--- src/hdl/byte_ring_fifo_with_overflow_policy_macros.svh ---
// assertion macros used by the byte ring fifo control module
`ifndef BYTE_RING_FIFO_WITH_OVERFLOW_POLICY_MACROS_SVH
`define BYTE_RING_FIFO_WITH_OVERFLOW_POLICY_MACROS_SVH

`ifndef SYNTHESIS
// property checked on every clock edge outside reset
`define BRF_ASSERT(lbl, prop, msg) \
   lbl: assert property (@(posedge clock) disable iff (reset) prop) else $error(msg);
// condition in one cycle implies a consequence in the next
`define BRF_ASSERT_NEXT(lbl, ante, cons, msg) \
   lbl: assert property (@(posedge clock) disable iff (reset) (ante) |=> (cons)) \
      else $error(msg);
`else
`define BRF_ASSERT(lbl, prop, msg)
`define BRF_ASSERT_NEXT(lbl, ante, cons, msg)
`endif

`endif

--- src/hdl/brf_pkg.sv ---
// types, codes and defaults for the byte ring fifo
package brf_pkg;

   // parameter defaults
   localparam int DEPTH_DEF    = 1024;
   localparam int MAX_READ_DEF = 64;

   // fixed field widths
   localparam int DATA_W  = 8;
   localparam int LEN_W   = 11;
   localparam int RCNT_W  = 7;
   localparam int CSR_AW  = 3;
   localparam int CSR_DW  = 32;

   // reset value of the capacity register
   localparam logic [LEN_W-1:0] CAP_RESET = 11'd1024;

   // commands
   localparam logic CMD_PUT  = 1'b0;
   localparam logic CMD_READ = 1'b1;

   // result kinds
   localparam logic [1:0] KIND_PUT   = 2'd0;
   localparam logic [1:0] KIND_BYTE  = 2'd1;
   localparam logic [1:0] KIND_COUNT = 2'd2;

   // put status codes
   localparam logic [1:0] STAT_OK      = 2'd0;
   localparam logic [1:0] STAT_BAD_LEN = 2'd1;
   localparam logic [1:0] STAT_NO_ROOM = 2'd2;
   localparam logic [1:0] STAT_OUTSIDE = 2'd3;

   // register indexes
   localparam logic REG_CAPACITY = 1'b0;
   localparam logic REG_MODE     = 1'b1;

   // overflow modes
   localparam logic MODE_REJECT = 1'b0;
   localparam logic MODE_DROP   = 1'b1;

   typedef struct packed {
      logic              cmd;
      logic              start_block;
      logic [LEN_W-1:0]  block_len;
      logic [DATA_W-1:0] data;
      logic [RCNT_W-1:0] read_count;
      logic              consume;
      logic              no_copy;
   } brf_req_type;

   typedef struct packed {
      logic [1:0]        kind;
      logic [1:0]        status;
      logic [DATA_W-1:0] read_data;
      logic [RCNT_W-1:0] returned_count;
      logic [LEN_W-1:0]  dropped_count;
      logic [LEN_W-1:0]  fill_level;
      logic              last;
   } brf_rsp_type;

   // configuration seen by the control logic
   typedef struct packed {
      logic [LEN_W-1:0] capacity;
      logic             overflow_mode;
      logic             clear;
   } brf_cfg_type;

endpackage

--- src/hdl/brf_ctrl.sv ---
// pointer, fill and block bookkeeping, read sequencer and output register
`include "byte_ring_fifo_with_overflow_policy_macros.svh"

module brf_ctrl
   import brf_pkg::*;
#(
   parameter int DEPTH    = DEPTH_DEF,
   parameter int MAX_READ = MAX_READ_DEF,
   localparam int PTR_W = $clog2(DEPTH)
) (
   input  logic              clock,
   input  logic              reset,
   input  brf_cfg_type       cfg,
   input  logic              req_valid,
   output logic              req_stall,
   input  brf_req_type       req_data,
   output logic              rsp_valid,
   input  logic              rsp_stall,
   output brf_rsp_type       rsp_data,
   output logic              ram_we,
   output logic [PTR_W-1:0]  ram_waddr,
   output logic [DATA_W-1:0] ram_wdata,
   output logic              ram_re,
   output logic [PTR_W-1:0]  ram_raddr,
   input  logic [DATA_W-1:0] ram_rdata
);

   localparam int CNT_W = $clog2(DEPTH + 1);
   localparam int SUM_W = CNT_W + 1;

   typedef enum logic [1:0] {
      ST_IDLE = 2'b01,
      ST_READ = 2'b10
   } state_type;

   state_type         state_ff, state_in;
   logic [PTR_W-1:0]  rp_ff, rp_in;
   logic [PTR_W-1:0]  wp_ff, wp_in;
   logic [CNT_W-1:0]  fill_ff, fill_in;
   logic [CNT_W-1:0]  brem_ff, brem_in;
   logic [PTR_W-1:0]  addr_ff, addr_in;
   logic [RCNT_W-1:0] n_ff, n_in;
   logic [RCNT_W-1:0] iss_ff, iss_in;
   logic [RCNT_W-1:0] dlv_ff, dlv_in;
   logic              pend_ff, pend_in;
   logic              out_valid_ff, out_valid_in;
   brf_rsp_type       out_ff, out_in;

   logic [CNT_W-1:0]  cap_eff;
   logic              out_free;
   logic              req_acc;

   // put path
   logic              bad_len;
   logic [CNT_W-1:0]  len_c;
   logic [CNT_W-1:0]  space;
   logic              short_room;
   logic [CNT_W-1:0]  drop_raw;
   logic [CNT_W-1:0]  drop;
   logic [1:0]        put_status;
   logic [CNT_W-1:0]  put_drop;
   logic              put_store;
   logic              put_open;
   logic [CNT_W-1:0]  fill_base;
   logic [CNT_W-1:0]  rem_base;
   logic [PTR_W-1:0]  rp_put;
   logic [CNT_W-1:0]  brem_put;
   logic [PTR_W-1:0]  wp_fix;

   // read path
   logic [RCNT_W-1:0] n_max;
   logic [RCNT_W-1:0] n_clip;
   logic [PTR_W-1:0]  rd_start;
   logic [PTR_W-1:0]  rp_rd;
   logic [CNT_W-1:0]  fill_rd;
   logic              count_only;
   logic              rd_issue;
   logic              rd_move;
   logic              rd_last;

   // pointer advance with wrap at the capacity
   function automatic logic [PTR_W-1:0] wrap_add(
      input logic [PTR_W-1:0] p,
      input logic [CNT_W-1:0] k,
      input logic [CNT_W-1:0] c
   );
      logic [SUM_W-1:0] s;
      s = SUM_W'(p) + SUM_W'(k);
      if (s >= SUM_W'(c)) s = s - SUM_W'(c);
      if (s >= SUM_W'(c)) s = '0;
      return PTR_W'(s);
   endfunction

   // capacity clamped to 1..DEPTH
   always_comb begin
      if (cfg.capacity == '0) begin
         cap_eff = CNT_W'(1);
      end else if (32'(cfg.capacity) > 32'(DEPTH)) begin
         cap_eff = CNT_W'(DEPTH);
      end else begin
         cap_eff = CNT_W'(cfg.capacity);
      end
   end

   // handshake
   assign out_free  = !out_valid_ff || !rsp_stall;
   assign req_stall = (state_ff != ST_IDLE) || !out_free;
   assign req_acc   = req_valid && !req_stall;
   assign rsp_valid = out_valid_ff;
   assign rsp_data  = out_ff;

   // block start checks and drop of oldest bytes
   assign bad_len    = (req_data.block_len == '0) ||
                       (32'(req_data.block_len) > 32'(cap_eff));
   assign len_c      = CNT_W'(req_data.block_len);
   assign space      = (fill_ff < cap_eff) ? (cap_eff - fill_ff) : '0;
   assign short_room = len_c > space;
   assign drop_raw   = len_c - space;
   assign drop       = (drop_raw > fill_ff) ? fill_ff : drop_raw;
   assign wp_fix     = (wp_ff >= cap_eff) ? '0 : wp_ff;

   // put decision
   always_comb begin
      put_status = STAT_OK;
      put_drop   = '0;
      put_store  = 1'b0;
      put_open   = 1'b0;
      fill_base  = fill_ff;
      rem_base   = brem_ff;
      rp_put     = rp_ff;
      brem_put   = brem_ff;
      if (req_data.start_block) begin
         brem_put = '0;
         if (bad_len) begin
            put_status = STAT_BAD_LEN;
         end else if (short_room && (cfg.overflow_mode == MODE_REJECT)) begin
            put_status = STAT_NO_ROOM;
         end else begin
            if (short_room) begin
               put_drop  = drop;
               rp_put    = wrap_add(rp_ff, drop, cap_eff);
               fill_base = fill_ff - drop;
            end
            put_open = 1'b1;
            rem_base = len_c;
         end
      end else if (brem_ff == '0) begin
         put_status = STAT_OUTSIDE;
      end else begin
         put_open = 1'b1;
      end
      if (put_open) begin
         if (fill_base >= cap_eff) begin
            put_status = STAT_NO_ROOM;
            brem_put   = '0;
         end else begin
            put_store = 1'b1;
            brem_put  = rem_base - CNT_W'(1);
         end
      end
   end

   // read length clipping and pointer update
   assign n_max      = (32'(req_data.read_count) > 32'(MAX_READ)) ?
                       RCNT_W'(MAX_READ) : req_data.read_count;
   assign n_clip     = (32'(n_max) > 32'(fill_ff)) ? RCNT_W'(fill_ff) : n_max;
   assign rd_start   = (rp_ff >= cap_eff) ? '0 : rp_ff;
   assign rp_rd      = wrap_add(rd_start, CNT_W'(n_clip), cap_eff);
   assign fill_rd    = req_data.consume ? (fill_ff - CNT_W'(n_clip)) : fill_ff;
   assign count_only = req_data.no_copy || (n_clip == '0);

   // read streaming: issue a memory read while reads remain and no fetched byte waits or it can move on
   assign rd_move  = (state_ff == ST_READ) && pend_ff && out_free;
   assign rd_issue = (state_ff == ST_READ) && (iss_ff != n_ff) && (!pend_ff || out_free);
   assign rd_last  = (dlv_ff + RCNT_W'(1)) == n_ff;

   assign ram_we    = (state_ff == ST_IDLE) && req_acc && (req_data.cmd == CMD_PUT) &&
                      put_store;
   assign ram_waddr = wp_fix;
   assign ram_wdata = req_data.data;
   assign ram_re    = rd_issue;
   assign ram_raddr = addr_ff;

   // next state
   always_comb begin
      state_in     = state_ff;
      rp_in        = rp_ff;
      wp_in        = wp_ff;
      fill_in      = fill_ff;
      brem_in      = brem_ff;
      addr_in      = addr_ff;
      n_in         = n_ff;
      iss_in       = iss_ff;
      dlv_in       = dlv_ff;
      pend_in      = pend_ff;
      out_valid_in = out_valid_ff && rsp_stall;
      out_in       = out_ff;
      case (state_ff)
         ST_IDLE: begin
            if (req_acc) begin
               if (req_data.cmd == CMD_PUT) begin
                  rp_in   = rp_put;
                  fill_in = fill_base + CNT_W'(put_store);
                  brem_in = brem_put;
                  if (put_store) begin
                     wp_in = wrap_add(wp_fix, CNT_W'(1), cap_eff);
                  end
                  out_in.kind           = KIND_PUT;
                  out_in.status         = put_status;
                  out_in.read_data      = '0;
                  out_in.returned_count = '0;
                  out_in.dropped_count  = LEN_W'(put_drop);
                  out_in.fill_level     = LEN_W'(fill_base + CNT_W'(put_store));
                  out_in.last           = 1'b1;
                  out_valid_in          = 1'b1;
               end else begin
                  if (req_data.consume) begin
                     rp_in   = rp_rd;
                     fill_in = fill_rd;
                  end
                  if (count_only) begin
                     out_in.kind           = KIND_COUNT;
                     out_in.status         = STAT_OK;
                     out_in.read_data      = '0;
                     out_in.returned_count = n_clip;
                     out_in.dropped_count  = '0;
                     out_in.fill_level     = LEN_W'(fill_rd);
                     out_in.last           = 1'b1;
                     out_valid_in          = 1'b1;
                  end else begin
                     state_in = ST_READ;
                     addr_in  = rd_start;
                     n_in     = n_clip;
                     iss_in   = '0;
                     dlv_in   = '0;
                  end
               end
            end
         end
         ST_READ: begin
            if (rd_issue) begin
               addr_in = wrap_add(addr_ff, CNT_W'(1), cap_eff);
               iss_in  = iss_ff + RCNT_W'(1);
               pend_in = 1'b1;
            end else if (rd_move) begin
               pend_in = 1'b0;
            end
            if (rd_move) begin
               out_in.kind           = KIND_BYTE;
               out_in.status         = STAT_OK;
               out_in.read_data      = ram_rdata;
               out_in.returned_count = n_ff;
               out_in.dropped_count  = '0;
               out_in.fill_level     = LEN_W'(fill_ff);
               out_in.last           = rd_last;
               out_valid_in          = 1'b1;
               dlv_in                = dlv_ff + RCNT_W'(1);
               if (rd_last) begin
                  state_in = ST_IDLE;
               end
            end
         end
         default: begin
            state_in = ST_IDLE;
            pend_in  = 1'b0;
         end
      endcase
      // capacity write empties the ring
      if (cfg.clear) begin
         rp_in   = '0;
         wp_in   = '0;
         fill_in = '0;
         brem_in = '0;
      end
   end

   // control registers
   always_ff @(posedge clock) begin
      if (reset) begin
         state_ff     <= ST_IDLE;
         rp_ff        <= '0;
         wp_ff        <= '0;
         fill_ff      <= '0;
         brem_ff      <= '0;
         n_ff         <= '0;
         iss_ff       <= '0;
         dlv_ff       <= '0;
         pend_ff      <= 1'b0;
         out_valid_ff <= 1'b0;
      end else begin
         state_ff     <= state_in;
         rp_ff        <= rp_in;
         wp_ff        <= wp_in;
         fill_ff      <= fill_in;
         brem_ff      <= brem_in;
         n_ff         <= n_in;
         iss_ff       <= iss_in;
         dlv_ff       <= dlv_in;
         pend_ff      <= pend_in;
         out_valid_ff <= out_valid_in;
      end
   end

   // payload registers
   always_ff @(posedge clock) begin
      addr_ff <= addr_in;
      out_ff  <= out_in;
   end

   // checks
   `BRF_ASSERT(a_fill_in_cap, fill_ff <= cap_eff, "fill level above capacity")
   `BRF_ASSERT(a_ptr_in_cap, (rp_ff < cap_eff) && (wp_ff < cap_eff), "pointer beyond capacity")
   `BRF_ASSERT(a_rd_counts, (state_ff == ST_READ) |-> ((iss_ff == dlv_ff + RCNT_W'(pend_ff)) && (iss_ff <= n_ff)), "read issue and delivery counts disagree")
   `BRF_ASSERT(a_idle_no_pend, (state_ff == ST_IDLE) |-> !pend_ff, "fetched byte left behind")
   `BRF_ASSERT_NEXT(a_last_ends_read, rd_move && rd_last, (state_ff == ST_IDLE) && out_valid_ff && out_ff.last, "final byte did not end the read")

endmodule

--- config.mk ---
export PLATFORM = sky130hd
export DESIGN_NAME = brf_ctrl
export DESIGN_NICKNAME = d
export VERILOG_FILES = /design/src/hdl/brf_pkg.sv /design/src/hdl/brf_ctrl.sv
export VERILOG_INCLUDE_DIRS = /design/src /design/src/hdl
export SDC_FILE = /design/constraint.sdc
export NUM_CORES = 1
export LEC_CHECK = 0
export BUFFER_PORTS_ARGS = -buffer_cell sky130_fd_sc_hd__buf_2
export CORE_UTILIZATION = 35
export DETAILED_ROUTE_END_ITERATION = 16
export PLACE_DENSITY = 0.49
export SYNTH_ARGS = -nofsm -noshare
export SYNTH_HDL_FRONTEND = slang
export SYNTH_SLANG_ARGS = --single-unit
--- constraint.sdc ---
create_clock -name clock -period 17.4 [get_ports clock]
set_input_delay 0.87 -clock clock [delete_from_list [all_inputs] [get_ports clock]]
set_output_delay 0.87 -clock clock [all_outputs]
set_load 0.005 [all_outputs]
==> results.toml <==
[status]
status = "finished clean"

[synthesis]
synth_nets = 1990
synth.distinct_cells = 80
synthTopCellsByArea = "ha_1, edfxtp_1, dfxtp_1"
synth_edf_count = 52
syn_avg_cell_area_um2 = 8.15
yosys_warnings = 0
yosysTopAreaCell = "ha_1"
syn_inst = 1711
synth_top_area_frac = 0.192
syn_area_um2 = 14000
synth-seq-cells = 119
synthFlopType = "dfxtp_1"
synth-seq-area-share = 0.208
postSynth.asyncResetShare = 0

[die]
fp.coreArea_um2 = 39000
fp.dieH_um = 202
start_util = 0.358
io_pins = 129
dieArea_um2 = 40700
fp.dieW_um = 202
rows = 72

[clocking]
postCtsSetupBuffers = 0
cts_tree = "built"
clk_pin_slew_ps = 60
cts_resized = 0
ctsHoldBuffers = 0
cts_buffers = 17
cts_htree_levels = 4
insertion_delay_ps = 460
clockBufferDepth = 2
root_buffer = "clkbuf_16"
clock-sinks = 119

[routing]
via_per_inst = 5.57
drc = 0
drtAntennaViolNets = 0
drt-pass1-iter-count = 5
drt_iter0_drc = 840
routed_wl_um = 46200
wl_per_cell_um = 19.8
vias = 13000

[setup_path]
critical_path_buf_inv_count = 8
path_class = "input port to flip-flop"
cp_top_family = "compound AO/OA/AOI/OAI gates"
cp-start-kind = "input port"
crit_top_cell = "a21oi_1"
crit_required_ps = 17770
max_stage_delay_ps = 540
critPathMaxFanout = 13
critPathSlowestCell = "mux2i_1"
end_kind = "flip-flop"
arrival_ps = 12900

[power]
p_leak_nw = 6.98
power_density_nw_per_um2 = 151
ir_worst_vdd_mv = 0.0834

[placed_design]
routabilityCongestion = 0.885
post-place-ws_ps = 4550
hpwl_um = 35700
post_dp_cell_area_um2 = 15100
numPortBuffers = 112

[job]
cap_viol_max_count = 0

[sta]
rsz0062_at_grt = "no"
worst_slew_pin_slew_ps = 1150
setup_viol = 0
relSlewSlack = 0.233
tns_ps = 0
finClkSkew_ps = 14.2
fin_ws_ps = 4870
slew_viol_final = 0
period_share = 0.720
hold_viol_final = 0
fmax_mhz = 79.8
period_minus_slack_ps = 12530

[finish]
layout-drive-gt1-share = 0.121
antenna_cells = 0
area_delta_synth_final_pct = 12.3
final_area_um2 = 15700
layout.nets = 2087

[grt]
grtUsageTotal = 0.229
grt_pass1_wl_um = 72400
overflow = 0
grt_antenna_before_repair = 0
grt_pass1_vias = 12500
grt_max_degree = 43

[worst_hold_path]
hp-class = "flip-flop to flip-flop"
[layer usage]
metal	share of wire	track usage
met1	0.48	0.315
met5	0	0
met3	0.041	0.0261
met2	0.46	0.374
met4	0.019	0.0706
[layout make-up]
class / count / area (um2)
fill: 4025 / 23300
multi-input combinational: 1431 / 10400
sequential: 119 / 2900
timing repair buffer: 133 / 718
tap: 518 / 648
clock buffer: 17 / 425
inverter: 106 / 398
clock inverter: 15 / 159
[final timing paths]
kind / from / to / slack (ps) / depth (start not counted)
hold reg to reg: dlv_ff[6]$_SDFFE_PP0P_ / dlv_ff[6]$_SDFFE_PP0P_ / 460 / 2
setup / recovery: cfg[12] / rp_ff[1]$_SDFFE_PP0P_ / 4870 / 55
hold / removal: dlv_ff[6]$_SDFFE_PP0P_ / dlv_ff[6]$_SDFFE_PP0P_ / 460 / 2
setup reg to reg: fill_ff[1]$_SDFFE_PP0P_ / rp_ff[1]$_SDFFE_PP0P_ / 5450 / 51
[power breakdown]
| part | leakage [nW] | total, mW | switching [mW] | internal, mW |
|---|---|---|---|---|
| registers | 1.04 | 0.393 | 0.0356 | 0.357 |
| logic | 5.65 | 1.60 | 0.938 | 0.664 |
| clock network | 0.286 | 0.366 | 0.164 | 0.202 |
[synthesized netlist by cell type (all sizes together) (15+ instances only)]
library cell  count
a211oi           19
a21o             36
a21oi           135
and2             20
and3             17
buf              16
clkbuf           39
dfxtp            67
edfxtp           52
ha              214
inv             104
mux2             22
mux2i            26
nand2           133
nand2b           27
nand3            43
nand4            21
nor2            170
nor2b            46
nor3             34
nor4             15
o211ai           18
o21a             28
o21ai            93
xnor2            81
xor2             36
[layout by cell type, fill, tap and decap left out, types with 28 or more instances in the layout]
cell type | synthesis | final
a21o_1 | 36 | 36
a21oi_1 | 134 | 133
buf_2 | 5 | 112
dfxtp_1 | 67 | 67
edfxtp_1 | 52 | 52
ha_1 | 214 | 213
inv_1 | 103 | 103
nand2_1 | 133 | 133
nand3_1 | 42 | 42
nor2_1 | 169 | 169
nor2b_1 | 46 | 46
nor3_1 | 33 | 33
o21a_1 | 28 | 28
o21ai_0 | 91 | 90
xnor2_1 | 81 | 81
xor2_1 | 36 | 36
[worst reg2reg max path, delay by kind of cell (launching register included)]
family | cells | cell delay [ps]
DFF | 1 | 550
adders and majority gates | 6 | 2110
muxes | 2 | 910
AOI/OAI and AO/OA | 25 | 4920
buffers and inverters | 5 | 1040
and+or+nand+nor | 12 | 2210
xor gates and xnor gates | 1 | 110
[state kept, by name, indices dropped and copies added, names as in the netlist, 10 cells and up]
name and flops:
fill_ff 11, rsp_data 42, brem_ff 11, wp_ff 10, rp_ff 10, ram_raddr 10
[kinds of logic after synthesis]
| family | Yosys count | synth area share |
|---|---|---|
| AO/OA/AOI/OAI | 472 | 0.230 |
| XOR/XNOR | 117 | 0.0735 |
| adder cells (fa/ha/maj) | 224 | 0.206 |
| buffers and inverters | 161 | 0.0459 |
| flip-flops | 119 | 0.208 |
| multiplexers | 48 | 0.0364 |
| AND/OR/NAND/NOR | 570 | 0.200 |
[stage by stage]
| step | util | hold slack, ps | total power, mW | std cells |
|---|---|---|---|---|
| after floorplan | - | 444 | 1.58 | 1711 |
| after global placement | 0.387 | 452 | 1.97 | 2307 |
| after detailed placement | 0.387 | 456 | 1.98 | 2307 |
| after CTS | 0.402 | 465 | 2.36 | 2339 |
| after global routing | 0.402 | 508 | 2.57 | 2339 |
| final | 0.402 | 465 | 2.36 | 2339 |
Note: power is estimated with default switching activity, not from simulation.
