`config.mk`:
```
export PLATFORM = sky130hd
export DESIGN_NAME = brf_csr
export DESIGN_NICKNAME = d
export VERILOG_FILES = /design/src/hdl/byte_ring_fifo_with_overflow_policy_macros.svh /design/src/hdl/brf_pkg.sv /design/src/hdl/brf_csr.sv
export SDC_FILE = /design/constraint.sdc
export NUM_CORES = 1
export LEC_CHECK = 0
export BUFFER_PORTS_ARGS = -buffer_cell sky130_fd_sc_hd__buf_2
export CAP_MARGIN = 5
export CORE_ASPECT_RATIO = 2
export CORE_MARGIN = 2
export CORE_UTILIZATION = 31
export CTS_CLUSTER_DIAMETER = 80
export DETAILED_ROUTE_END_ITERATION = 8
export GPL_TIMING_DRIVEN = 0
export PLACE_DENSITY_LB_ADDON = 0.08
export SLEW_MARGIN = 15
export SYNTH_ARGS = -nofsm -noshare
export SYNTH_HDL_FRONTEND = slang
export SYNTH_SLANG_ARGS = --single-unit
```
`constraint.sdc`:
```
create_clock -name clock -period 0.8 [get_ports clock]
set_input_delay 0.04 -clock clock [delete_from_list [all_inputs] [get_ports clock]]
set_output_delay 0.04 -clock clock [all_outputs]
set_load 0.02 [all_outputs]
```
`src/hdl/byte_ring_fifo_with_overflow_policy_macros.svh`:
```
// assertion macros used by the byte ring fifo control module
`ifndef BYTE_RING_FIFO_WITH_OVERFLOW_POLICY_MACROS_SVH
`define BYTE_RING_FIFO_WITH_OVERFLOW_POLICY_MACROS_SVH

`ifndef SYNTHESIS
// property checked on every clock edge outside reset
`define BRF_ASSERT(lbl, prop, msg) \
   lbl: assert property (@(posedge clock) disable iff (reset) prop) else $error(msg);
// condition in one cycle implies a consequence in the next
`define BRF_ASSERT_NEXT(lbl, ante, cons, msg) \
   lbl: assert property (@(posedge clock) disable iff (reset) (ante) |=> (cons)) \
      else $error(msg);
`else
`define BRF_ASSERT(lbl, prop, msg)
`define BRF_ASSERT_NEXT(lbl, ante, cons, msg)
`endif

`endif

```
`src/hdl/brf_pkg.sv`:
```
// types, codes and defaults for the byte ring fifo
package brf_pkg;

   // parameter defaults
   localparam int DEPTH_DEF    = 1024;
   localparam int MAX_READ_DEF = 64;

   // fixed field widths
   localparam int DATA_W  = 8;
   localparam int LEN_W   = 11;
   localparam int RCNT_W  = 7;
   localparam int CSR_AW  = 3;
   localparam int CSR_DW  = 32;

   // reset value of the capacity register
   localparam logic [LEN_W-1:0] CAP_RESET = 11'd1024;

   // commands
   localparam logic CMD_PUT  = 1'b0;
   localparam logic CMD_READ = 1'b1;

   // result kinds
   localparam logic [1:0] KIND_PUT   = 2'd0;
   localparam logic [1:0] KIND_BYTE  = 2'd1;
   localparam logic [1:0] KIND_COUNT = 2'd2;

   // put status codes
   localparam logic [1:0] STAT_OK      = 2'd0;
   localparam logic [1:0] STAT_BAD_LEN = 2'd1;
   localparam logic [1:0] STAT_NO_ROOM = 2'd2;
   localparam logic [1:0] STAT_OUTSIDE = 2'd3;

   // register indexes
   localparam logic REG_CAPACITY = 1'b0;
   localparam logic REG_MODE     = 1'b1;

   // overflow modes
   localparam logic MODE_REJECT = 1'b0;
   localparam logic MODE_DROP   = 1'b1;

   typedef struct packed {
      logic              cmd;
      logic              start_block;
      logic [LEN_W-1:0]  block_len;
      logic [DATA_W-1:0] data;
      logic [RCNT_W-1:0] read_count;
      logic              consume;
      logic              no_copy;
   } brf_req_type;

   typedef struct packed {
      logic [1:0]        kind;
      logic [1:0]        status;
      logic [DATA_W-1:0] read_data;
      logic [RCNT_W-1:0] returned_count;
      logic [LEN_W-1:0]  dropped_count;
      logic [LEN_W-1:0]  fill_level;
      logic              last;
   } brf_rsp_type;

   // configuration seen by the control logic
   typedef struct packed {
      logic [LEN_W-1:0] capacity;
      logic             overflow_mode;
      logic             clear;
   } brf_cfg_type;

endpackage

```
`src/hdl/brf_csr.sv`:
```
// configuration registers behind the apb-style port
module brf_csr
   import brf_pkg::*;
(
   input  logic              clock,
   input  logic              reset,
   input  logic              psel,
   input  logic              penable,
   input  logic              pwrite,
   input  logic [CSR_AW-1:0] paddr,
   input  logic [CSR_DW-1:0] pwdata,
   output logic [CSR_DW-1:0] prdata,
   output logic              pready,
   output brf_cfg_type       cfg
);

   logic [LEN_W-1:0] capacity_ff, capacity_in;
   logic             mode_ff, mode_in;
   logic             wr_stb;
   logic             reg_idx;

   assign pready  = 1'b1;
   assign wr_stb  = psel && penable && pwrite;
   assign reg_idx = paddr[2];

   // register writes
   always_comb begin
      capacity_in = capacity_ff;
      mode_in     = mode_ff;
      if (wr_stb) begin
         case (reg_idx)
            REG_CAPACITY: capacity_in = pwdata[LEN_W-1:0];
            REG_MODE:     mode_in     = pwdata[0];
            default:      ;
         endcase
      end
   end

   always_ff @(posedge clock) begin
      if (reset) begin
         capacity_ff <= CAP_RESET;
         mode_ff     <= MODE_REJECT;
      end else begin
         capacity_ff <= capacity_in;
         mode_ff     <= mode_in;
      end
   end

   // read back
   always_comb begin
      case (reg_idx)
         REG_CAPACITY: prdata = CSR_DW'(capacity_ff);
         REG_MODE:     prdata = CSR_DW'(mode_ff);
         default:      prdata = '0;
      endcase
   end

   // a capacity write empties the ring at the same edge
   assign cfg.capacity      = capacity_ff;
   assign cfg.overflow_mode = mode_ff;
   assign cfg.clear         = wr_stb && (reg_idx == REG_CAPACITY);

endmodule

```
==> results.md, run 1 <==
- The run finished, with violations left.
- The checks that failed: negative setup slack.
- Power spread over the standard cell area amounts to 1180 nW/um2.
- The all-layer global routing usage is 0.133.
- The endpoint arrival time on the critical path is 940 ps.
- Wires add up to 1870 um.
- The clock latency at the later pin of the worst-skew pair is 230 ps.
- In the final layout, the share of cells above drive strength 1 is 0.628.
- The number of ports placed on the die boundary is 86.
- The growth of design area from synthesis to finish is 79.0%.
- Together, buffers and inverters on the worst path number 1.
- The area enclosed by the die boundary is 3070 um2.
- The total leakage power is 0.731 nW.
- Summed over all instances, the cell type with the most area after synthesis is sky130_fd_sc_hd__dfxtp_1.
- Once layout is done, the placed cells without fillers occupy 1450 um2.
- The initial utilization of the core area, before any placement, comes to 0.320.
- The kind of cell with the highest combined delay along the critical path is flip-flops.
- The first-pass GRT wire length is 2910 um.
- Clock-pin slew was measured on the worst setup and hold paths at 50 ps.
- The kind of launch point of the worst setup path is a flip-flop.
- The largest single stage delay on the critical path is 310 ps.
- For this design, the CTS-stage hold fixing added 0 buffers.
- The final clock skew is 0 ps.
- Averaged over all synthesized cells, the footprint is 9.02 um2.
- The final period utilization is 1.23.
- In this run the number of H-tree levels came out at 1.
- The number of synthesized register bits is 12.
- The kind of critical path is reg -> out.
- Summing internal, switching and leakage power gives 1.71 mW.
- The number of nets still failing antenna checks after routing is 0.
- The violation count after the first detailed-route iteration is 7.
- The wire length per cell is 9.73 um.
- For this run, the register share of the synthesized area comes to 0.296.
- The final route contains 755 vias.
- The number of inserted diodes is 0.
- Clock tree synthesis selected as its root buffer the cell sky130_fd_sc_hd__clkbuf_8.
- The worst hold path passes through 3 cells.
- The tool flagged a number of max-cap violations equal to 0.
- The die is 76.4 um tall.
- The placed wire-length estimate after detailed placement is 1380 um.
- The minimum clock period is 983 ps.
- Setup repair after global routing could not meet its margin everywhere.
- The final layout net count is 205.
- The warning count from the yosys run is 0.
- The clock tree from TritonCTS is yes.
- For this run, design rule violations remaining after detail routing come to 0.
- The number of antenna violations at the first check in global routing came to 0.
- Derived from the worst setup path, the maximum achievable clock frequency is 1020 MHz.
- Setup violations remaining at the end of the flow were counted as 13.
- The post-place instance area is 1150 um2.
- The number of iterations in the first detailed-routing pass is 2.
- The clock net sink count is 12.
- The number of endpoints with negative hold slack in the final report is 0.
- The worst-case IR drop observed on VDD is 0.875 mV.
- The count of cell instances traversed by the critical path is 2.
- The number of buffers created by CTS is 3.
- In the routed layout, each cell is associated on average with a via count of 3.93.
- The overall overflow remaining after global route is 0.
- The number of distinct library cell variants in the gate-level netlist after synthesis is 13.
- The maximum number of pins on one net before global-route repair is 11.
- The cell depth of the worst flop-to-flop path is 4.
- The largest fanout on the critical path is 2.
- STA classifies the critical path endpoint as a primary output.
- The worst hold slack is 56.8 ps.
- The die width is 40.2 um.
- The share of synthesized area in the top cell type comes to 0.296.
- The longest clock path from root to sink contains 2 buffers.
- The area of the core is 2540 um2.
- Routability-driven placement finished with a final weighted congestion of 0.617.
- Input and output buffers added on the ports amount to 40.
- The number of global-route vias before repair is 707.
- The cell with the largest stage delay on the worst path is sky130_fd_sc_hd__dfxtp_2.
- The worst path required time is 760 ps.
- Traced cell by cell, the critical path runs through mux2_4, buf_6.
- The least setup slack across all paths after layout is -183 ps.
- The final max-slew violation count was 0.
- In the synthesized netlist, the number of instances is 90.
- The class of the most critical hold timing path is in -> reg.
- By area the synthesized netlist is led by sky130_fd_sc_hd__dfxtp_1 30%, sky130_fd_sc_hd__buf_4 21%, sky130_fd_sc_hd__nand2b_1 16%, sky130_fd_sc_hd__mux2i_1 15%, sky130_fd_sc_hd__nor2b_1 7.7%.
- After floorplanning, the core was divided into 26 placement rows.
- The post-synth design cell area is 812 um2.
## metrics by stage
| stage | util | instances | setup TNS [ps] | setup slack [ps] |
|---|---|---|---|---|
| floorplan | - | 110 | 0 | 33.4 |
| global placement | 0.452 | 178 | -3790 | -252 |
| detailed placement | 0.452 | 178 | -4220 | -268 |
| CTS | 0.555 | 187 | -935 | -192 |
| global route | 0.573 | 192 | -1310 | -207 |
| finish | 0.573 | 192 | -824 | -183 |
## report_power, final
part           switching (mW)  leakage, nW  internal [mW]
registers             0.00887        0.102          0.614
clock network           0.214       0.0288          0.434
logic                   0.227        0.600          0.211
## per-layer routing
layer	track usage	part of all wire	vias up
met5	0	0	-
met4	0.0700	0.012	0
met3	0.0175	0.065	2
met2	0.242	0.57	31
met1	0.129	0.35	338
li1	-	-	384
## synth_stat cells
library cell / instances
sky130_fd_sc_hd__clkbuf_1: 3
sky130_fd_sc_hd__nor2_1: 2
sky130_fd_sc_hd__and4b_1: 1
sky130_fd_sc_hd__nand4_1: 1
sky130_fd_sc_hd__buf_12: 1
sky130_fd_sc_hd__buf_6: 1
sky130_fd_sc_hd__mux2_2: 1
sky130_fd_sc_hd__nand2b_1: 21
sky130_fd_sc_hd__conb_1: 2
sky130_fd_sc_hd__nor2b_1: 10
sky130_fd_sc_hd__dfxtp_1: 12
sky130_fd_sc_hd__buf_4: 23
sky130_fd_sc_hd__mux2i_1: 12
## tightest hold or removal path: stages
cell,delay [ps]
sky130_fd_sc_hd__buf_2,100
sky130_fd_sc_hd__nand2b_1,50
sky130_fd_sc_hd__mux2i_1,60
## placed cells by master (no fill, tap or decap), types with 2 or more instances in the layout
cell                        n
sky130_fd_sc_hd__buf_6     16
sky130_fd_sc_hd__nor2b_4   10
sky130_fd_sc_hd__conb_1    22
sky130_fd_sc_hd__dfxtp_2   12
sky130_fd_sc_hd__buf_2     24
sky130_fd_sc_hd__clkbuf_1   2
sky130_fd_sc_hd__nand2b_1  21
sky130_fd_sc_hd__clkbuf_8   4
sky130_fd_sc_hd__nor2_1     2
sky130_fd_sc_hd__mux2i_1   12
sky130_fd_sc_hd__buf_4     33
## final cells by class
| class | instances | area [um2] |
|---|---|---|
| tap | 28 | 35.0 |
| multi-input combinational | 70 | 510 |
| buffer | 26 | 195 |
| fill | 255 | 1080 |
| clock buffer | 4 | 55.1 |
| timing repair buffer | 52 | 403 |
| sequential | 12 | 255 |
## sequential cells by signal, summed over array words and instances (netlist names)
register and cells:
capacity_ff 11, mode_ff 1
## final timing paths
kind | startpoint | endpoint | slack, ps
max | capacity_ff[0]$_SDFFE_PP0P_ | prdata[0] | -180
min | pwdata[7] | capacity_ff[7]$_SDFFE_PP0P_ | 60
max reg2reg | mode_ff$_SDFFE_PP0P_ | mode_ff$_SDFFE_PP0P_ | 50
min reg2reg | capacity_ff[4]$_SDFFE_PP0P_ | capacity_ff[4]$_SDFFE_PP0P_ | 480
## logic make-up after synthesis
logic type,Yosys count,synth area share
buffers and inverters,28,0.265
DFF,12,0.296
muxes,13,0.162
other,2,0.00925
and+or+nand+nor,35,0.268
## what timing repair did
item                                    CTS  global route
gates resized for setup                  55             4
endpoints found under the hold margin     0             0
endpoints found under the setup margin   17            17
setup buffers                             7             6
Power figures use the tool's default switching activity.
==> run 2: changes to the inputs <==
--- a/config.mk
+++ b/config.mk
@@ -14,6 +14,7 @@
 export DETAILED_ROUTE_END_ITERATION = 8
 export GPL_TIMING_DRIVEN = 0
 export PLACE_DENSITY_LB_ADDON = 0.08
+export SETUP_SLACK_MARGIN = 0.3
 export SLEW_MARGIN = 15
 export SYNTH_ARGS = -nofsm -noshare
 export SYNTH_HDL_FRONTEND = slang
==> results.md, run 2 (synthesis results as in run 1) <==
- The all-layer global routing usage is 0.143 (was 0.133).
- The count of H-tree levels built during CTS was 1 (unchanged).
- The largest delay contributor family on the critical path was flip-flops (unchanged).
- The endpoint arrival time on the critical path is 960 ps (was 940 ps).
- The clock net sink count came to 12 (unchanged).
- The worst path required time is 760 ps (about the same).
- The placed wire-length estimate after detailed placement is 1510 um (was 1380 um).
- The endpoint of the most critical register-to-register path is capacity_ff[0]$_SDFFE_PP0P_ (was mode_ff$_SDFFE_PP0P_).
- The maximum number of pins on one net before global-route repair came to 11 (unchanged).
- The weighted congestion at the end of routability-driven global placement was 0.667 (was 0.617).
- The violation count after the first detailed-route iteration is 3 (was 7).
- The clock tree root driver cell is sky130_fd_sc_hd__clkbuf_8 (unchanged).
- The power density over the cells is 1060 nW/um2 (was 1180 nW/um2).
- Violations in the final reports: negative setup slack (unchanged).
- The final layout net count came to 212 (was 205).
- The number of port buffers came to 40 (unchanged).
- The routed length on met2 is 1300 um (was 1070 um).
- The number of placed instances with taps included came to 178 (unchanged).
- The clock tree from TritonCTS is yes (unchanged).
- The startpoint of the lowest-slack register-to-register path was capacity_ff[0]$_SDFFE_PP0P_ (was mode_ff$_SDFFE_PP0P_).
- The wire length per cell was 10.9 um (was 9.73 um).
- The number of iterations in the first detailed-routing pass is 4 (was 2).
- Commonest cells after routing, fill and taps aside: 38 x sky130_fd_sc_hd__buf_6, 24 x sky130_fd_sc_hd__buf_4, 22 x sky130_fd_sc_hd__conb_1 (was 33 x sky130_fd_sc_hd__buf_4, 24 x sky130_fd_sc_hd__buf_2, 22 x sky130_fd_sc_hd__conb_1).
- The highest metal layer with signal wires is met4 (unchanged).
- The fill cell instance count of the final layout is 230 (was 255).
- The first-pass GRT wire length is 3080 um (was 2910 um).
- The effective utilization at floorplan was 0.320 (unchanged).
- The max-cap violation count is 0 (unchanged).
- The total leakage power is 0.807 nW (was 0.731 nW).
- The final max-slew violation count came to 0 (unchanged).
- The design area is 1660 um2 (was 1450 um2).
- The detail-routed via count per cell is 3.92 (was 3.93).
- The remaining design rule violation count is 0 (unchanged).
- The maximum clock path buffer count came to 2 (unchanged).
- Cells along the critical path: mux2_4, buf_6 (unchanged).
- The detailed route wirelength on metal3 is 105 um (was 122 um).
- The beginning of the worst hold path is pwdata[2] (was pwdata[7]).
- The growth of design area from synthesis to finish is 104% (was 79.0%).
- The class of the most critical hold timing path is in -> reg (unchanged).
- The kind of critical path is reg -> out (unchanged).
- The number of standard cells in the final layout excluding fillers is 199 (was 192).
- The commonest non-fill, non-tap cell in the layout is sky130_fd_sc_hd__buf_6 (was sky130_fd_sc_hd__buf_4).
- The largest fanout on the critical path is 2 (unchanged).
- The number of buffers created by CTS is 3 (unchanged).
- Biggest regs: capacity_ff (11), mode_ff (1) (unchanged).
- The vertical die dimension is 76.4 um (unchanged).
- The total routed wire length on the met1 layer is 735 um (was 655 um).
- The buffering stage count on the worst path with inverters included came to 1 (unchanged).
- The endpoint with the worst hold slack was capacity_ff[2]$_SDFFE_PP0P_ (was capacity_ff[7]$_SDFFE_PP0P_).
- The worst voltage drop across the vdd grid was 1.06 mV (was 0.875 mV).
- The final clock skew was 0 ps (unchanged).
- The kind of launch point of the worst setup path is a flip-flop (unchanged).
- The count of cell instances traversed by the critical path is 2 (unchanged).
- The cell depth of the worst hold path is 3 (unchanged).
- The minimum clock period was 1000 ps (was 983 ps).
- The number of flip-flops in the largest register is 11 (unchanged).
- The final period utilization came to 1.25 (was 1.23).
- The worst hold slack is 47.3 ps (was 56.8 ps).
- The area enclosed by the die boundary came to 3070 um2 (unchanged).
- The clock transition at the register clock pins on the worst setup and hold paths after CTS was 60 ps (was 50 ps).
- The number of inserted diodes is 0 (unchanged).
- The utilization after layout is 0.654 (was 0.573).
- The flop-to-flop setup slack is 20 ps (was 50 ps).
- The type of destination of the critical path is a primary output (unchanged).
- The area of the core came to 2540 um2 (unchanged).
- The number of global-route vias before repair is 716 (was 707).
- The achievable frequency is 1000 MHz (was 1020 MHz).
- The clock latency at the later pin of the worst-skew pair is 240 ps (was 230 ps).
- The number of ports placed on the die boundary is 86 (unchanged).
- The cell depth of the worst flop-to-flop path is 4 (unchanged).
- The number of nets still failing antenna checks after routing is 0 (unchanged).
- The stage delay of the slowest cell on the critical path was 320 ps (was 310 ps).
- The die width was 40.2 um (unchanged).
- The overall overflow remaining after global route is 0 (unchanged).
- The register bank with the most flops is capacity_ff (unchanged).
- The post-detailed-routing wire length is 2160 um (was 1870 um).
- The layout cell share with drive strength beyond 1 is 0.655 (was 0.628).
- The number of antenna violations at the first check in global routing is 0 (unchanged).
- The floorplan row count came to 26 (unchanged).
- Setup repair after global routing missed its margin: true (unchanged).
- Result of the run: finished with violations (unchanged).
- The number of endpoints with negative hold slack in the final report is 0 (unchanged).
- The cell with the largest stage delay on the worst path is sky130_fd_sc_hd__dfxtp_2 (unchanged).
- The least setup slack across all paths after layout came to -200 ps (was -183 ps).
- The number of vias after detailed routing is 780 (was 755).
- The final number of setup-violating endpoints is 19 (was 13).
- The post-place instance area is 1210 um2 (was 1150 um2).
## run 2: changes by cell type in the layout (fill, tap and decap cells not counted)
| cell | delta |
|---|---|
| sky130_fd_sc_hd__buf_6 | +22 |
| sky130_fd_sc_hd__buf_2 | -9 |
| sky130_fd_sc_hd__buf_4 | -9 |
| sky130_fd_sc_hd__buf_8 | +2 |
| sky130_fd_sc_hd__dfxtp_2 | -2 |
| sky130_fd_sc_hd__dfxtp_4 | +2 |
| sky130_fd_sc_hd__nand2b_1 | -2 |
| sky130_fd_sc_hd__nand2b_4 | +2 |
| sky130_fd_sc_hd__buf_12 | +1 |
## run 2: area by class of cell
type                            instances  area (um2)  area share
Multi-Input combinational cell         70         526       0.317
Tap cell                               28        35.0      0.0211
Sequential cell                        12         260       0.157
Buffer                                 28         223       0.134
Timing Repair Buffer                   57         561       0.338
Clock buffer                            4        55.1      0.0332
## run 2: worst min-delay path, delay by kind of cell
kind                   cells  cell delay (ps)
and+or+nand+nor            1               50
muxes                      1               60
buffers and inverters      1               90
## run 2: how the worst max path moves through the flow
stage / start / to / slack, ps
2_1_floorplan: paddr[2] / capacity_ff[0]$_SDFFE_PP0P_ / 40
3_3_place_gp: paddr[2] / capacity_ff[6]$_SDFFE_PP0P_ / -150
3_5_place_dp: paddr[2] / capacity_ff[7]$_SDFFE_PP0P_ / -170
4_1_cts: capacity_ff[0]$_SDFFE_PP0P_ / prdata[0] / -200
5_1_grt: capacity_ff[0]$_SDFFE_PP0P_ / prdata[0] / -220
6_report: capacity_ff[0]$_SDFFE_PP0P_ / prdata[0] / -200
## run 2: per-stage QoR
stage               setup WS, ps  total power, mW  setup TNS, ps
CTS                         -200             1.75          -1300
floorplan                   41.6            0.940              0
finish                      -200             1.76          -1400
detailed placement          -167             1.03          -1660
global placement            -146             1.02          -1520
global route                -223             1.85          -1940
## run 2: what timing repair did
action                                  in CTS  in global routing
endpoints found under the hold margin        0                  0
pin swaps                                    0                  0
setup buffers                                7                 10
endpoints found under the setup margin      36                 36
hold buffers                                 0                  0
gates resized for setup                     64                 15
## run 2: power by group
part | total [mW] | internal (mW) | switching (mW)
Clock | 0.652 | 0.434 | 0.218
Sequential | 0.620 | 0.609 | 0.0111
Combinational | 0.493 | 0.254 | 0.239
Total | 1.76 | 1.30 | 0.467
## run 2: layer usage
layer	global-route usage	vias to the layer above
met5	0	-
met4	0.0800	0
met3	0.0204	2
met2	0.263	29
met1	0.130	348
li1	-	401
==> run 3: changes to the inputs <==
--- a/config.mk
+++ b/config.mk
@@ -7,7 +7,7 @@
 export LEC_CHECK = 0
 export BUFFER_PORTS_ARGS = -buffer_cell sky130_fd_sc_hd__buf_2
 export CAP_MARGIN = 5
-export CORE_ASPECT_RATIO = 2
+export CORE_ASPECT_RATIO = 1.25
 export CORE_MARGIN = 2
 export CORE_UTILIZATION = 31
 export CTS_CLUSTER_DIAMETER = 80
==> results.md, run 3 (synthesis results as in run 1) <==
- The startpoint of the lowest-slack register-to-register path is capacity_ff[0]$_SDFFE_PP0P_ (unchanged).
- The number of antenna violations at the first check in global routing is 0 (unchanged).
- The weighted congestion at the end of routability-driven global placement is 0.628 (was 0.667).
- The final number of setup-violating endpoints is 20 (was 19).
- The area occupied by multi-input gates came to 510 um2 (was 526 um2).
- The area of the core is 2450 um2 (was 2540 um2).
- The placed wire-length estimate after detailed placement is 1330 um (was 1510 um).
- The worst setup path startpoint is mode_ff$_SDFFE_PP0P_ (was capacity_ff[0]$_SDFFE_PP0P_).
- The number of ports placed on the die boundary was 86 (unchanged).
- The number of endpoints with negative hold slack in the final report is 0 (unchanged).
- The vertical die dimension is 61.2 um (was 76.4 um).
- The max-cap violation count was 0 (unchanged).
- The final clock skew was 0 ps (unchanged).
- The die width was 49.8 um (was 40.2 um).
- The remaining design rule violation count is 0 (unchanged).
- The all-layer global routing usage is 0.135 (was 0.143).
- The worst voltage drop across the vdd grid is 1.24 mV (was 1.06 mV).
- The total area of sequential cells is 260 um2 (unchanged).
- The growth of design area from synthesis to finish is 97.5% (was 104%).
- The register bank with the most flops is capacity_ff (unchanged).
- The worst path required time is 760 ps (about the same).
- The violation count after the first detailed-route iteration was 4 (was 3).
- The largest fanout on the critical path is 2 (unchanged).
- The power spent charging and discharging nets came to 0.435 mW (was 0.467 mW).
- The final max-slew violation count is 0 (unchanged).
- The least setup slack across all paths after layout was -218 ps (was -200 ps).
- The detail-routed via count per cell is 3.83 (was 3.92).
- The wire length per cell was 10.4 um (was 10.9 um).
- The cell internal power dissipation is 1.03 mW (was 1.30 mW).
- Biggest regs: capacity_ff (11), mode_ff (1) (unchanged).
- The kind of critical path is reg -> out (unchanged).
- The final period utilization is 1.27 (was 1.25).
- The commonest non-fill, non-tap cell in the layout is sky130_fd_sc_hd__buf_6 (unchanged).
- The number of iterations in the first detailed-routing pass is 2 (was 4).
- The number of port buffers is 40 (unchanged).
- The final layout net count came to 211 (was 212).
- The area enclosed by the die boundary is 3050 um2 (was 3070 um2).
- Commonest cells after routing, fill and taps aside: 37 x sky130_fd_sc_hd__buf_6, 25 x sky130_fd_sc_hd__buf_4, 22 x sky130_fd_sc_hd__conb_1 (was 38 x sky130_fd_sc_hd__buf_6, 24 x sky130_fd_sc_hd__buf_4, 22 x sky130_fd_sc_hd__conb_1).
- The first-pass GRT wire length is 3110 um (was 3080 um).
- Setup repair after global routing missed its margin: true (unchanged).
- The total leakage power is 0.774 nW (was 0.807 nW).
- The layout cell share with drive strength beyond 1 came to 0.639 (was 0.655).
- The floorplan row count is 20 (was 26).
- The combinational cell fraction of total power was 0.332 (was 0.279).
- The fraction of power consumed by the clock network was 0.246 (was 0.369).
- The post-detailed-routing wire length was 2100 um (was 2160 um).
- The clock tree root driver cell is sky130_fd_sc_hd__clkbuf_4 (was sky130_fd_sc_hd__clkbuf_8).
- The overall overflow remaining after global route is 0 (unchanged).
- The endpoint arrival time on the critical path is 980 ps (was 960 ps).
- The clock transition at the register clock pins on the worst setup and hold paths after CTS came to 80 ps (was 60 ps).
- The minimum clock period came to 1020 ps (was 1000 ps).
- The proportion of power drawn by flip-flops and latches is 0.421 (was 0.351).
- The number of flip-flops in the largest register is 11 (unchanged).
- Result of the run: finished with violations (unchanged).
- The total negative slack was -2000 ps (was -1400 ps).
- The number of nets still failing antenna checks after routing is 0 (unchanged).
- The clock tree from TritonCTS is yes (unchanged).
- The number of vias after detailed routing is 773 (was 780).
- The number of inserted diodes is 0 (unchanged).
- The type of destination of the critical path was a primary output (unchanged).
- The clock net sink count is 12 (unchanged).
- The power density over the cells is 915 nW/um2 (was 1060 nW/um2).
- The count of H-tree levels built during CTS is 1 (unchanged).
- The number of global-route vias before repair is 699 (was 716).
- The maximum clock path buffer count is 2 (unchanged).
- The net switching share of the total power is 0.297 (was 0.265).
- The class of the most critical hold timing path was in -> reg (unchanged).
- The beginning of the worst hold path is pwdata[8] (was pwdata[2]).
- The number of buffers created by CTS is 3 (unchanged).
- The maximum number of pins on one net before global-route repair is 11 (unchanged).
- The achievable frequency is 983 MHz (was 1000 MHz).
- The utilization after layout came to 0.654 (about the same).
- The kind of launch point of the worst setup path is a flip-flop (unchanged).
- Violations in the final reports: negative setup slack (unchanged).
- The clock latency at the later pin of the worst-skew pair is 260 ps (was 240 ps).
- The effective utilization at floorplan was 0.331 (was 0.320).
- The fill cell instance count of the final layout was 220 (was 230).
run 3: cell types whose count changed in the layout (fill, tap and decap cells not counted):
cell / before / now
sky130_fd_sc_hd__buf_2: 15 / 14
sky130_fd_sc_hd__buf_12: 2 / 1
sky130_fd_sc_hd__buf_8: 3 / 4
sky130_fd_sc_hd__nand2b_1: 19 / 21
sky130_fd_sc_hd__clkbuf_8: 4 / 0
sky130_fd_sc_hd__clkbuf_4: 1 / 4
sky130_fd_sc_hd__buf_6: 38 / 37
sky130_fd_sc_hd__nand2b_4: 2 / 0
sky130_fd_sc_hd__buf_4: 24 / 25
run 3: what timing repair did:
item	4_1_cts	5_1_grt
endpoints found under the setup margin	36	36
gates resized for setup	69	9
endpoints found under the hold margin	0	0
pin swaps	1	0
hold buffers	0	0
buffers inserted	6	10
run 3: final timing paths:
path | endpoint | slack, ps | depth (start not counted)
min | capacity_ff[8]$_SDFFE_PP0P_ | 20 | 3
min reg2reg | capacity_ff[8]$_SDFFE_PP0P_ | 490 | 2
max | prdata[0] | -220 | 2
max reg2reg | capacity_ff[0]$_SDFFE_PP0P_ | 100 | 3
run 3: power groups by stage:
stage          clock network (mW)  registers (mW)  logic (mW)
3_3_place_gp                    0           0.628       0.395
4_1_cts                     0.380           0.619       0.457
2_1_floorplan                   0           0.643       0.298
3_5_place_dp                    0           0.629       0.398
5_1_grt                     0.404           0.620       0.522
6_report                    0.361           0.618       0.487
run 3: cell type report:
class / instances / share of cell area
clock buffers: 3 / 0.0140
well taps: 33 / 0.0257
flip-flops and latches: 12 / 0.162
plain buffers: 28 / 0.139
repair buffers: 56 / 0.341
multi-input cells: 70 / 0.318
run 3: metrics by stage:
stage / total power, mW / setup WS, ps / std cells / instance area [um2] / hold WS (ps)
global placement: 1.02 / -130 / 183 / 1220 / 294
floorplan: 0.940 / 41.6 / 110 / 978 / 184
detailed placement: 1.03 / -143 / 183 / 1220 / 304
finish: 1.47 / -218 / 202 / 1600 / 23.2
CTS: 1.46 / -230 / 192 / 1500 / 15.5
global route: 1.55 / -263 / 202 / 1600 / 9.75
run 3: critical path, stage by stage, from the launching register on:
cell and delay [ps]:
sky130_fd_sc_hd__dfxtp_2 330, sky130_fd_sc_hd__mux2_4 260, sky130_fd_sc_hd__buf_6 130
run 3: metal layers:
| layer | share of wire | routed length, um | vias to the layer above | global-route usage |
|---|---|---|---|---|
| li1 | - | - | 396 | - |
| met1 | 0.37 | 780 | 343 | 0.151 |
| met2 | 0.55 | 1150 | 30 | 0.253 |
| met3 | 0.058 | 122 | 4 | 0.0364 |
| met4 | 0.020 | 43 | 0 | 0.0397 |
| met5 | 0 | 0 | - | 0 |
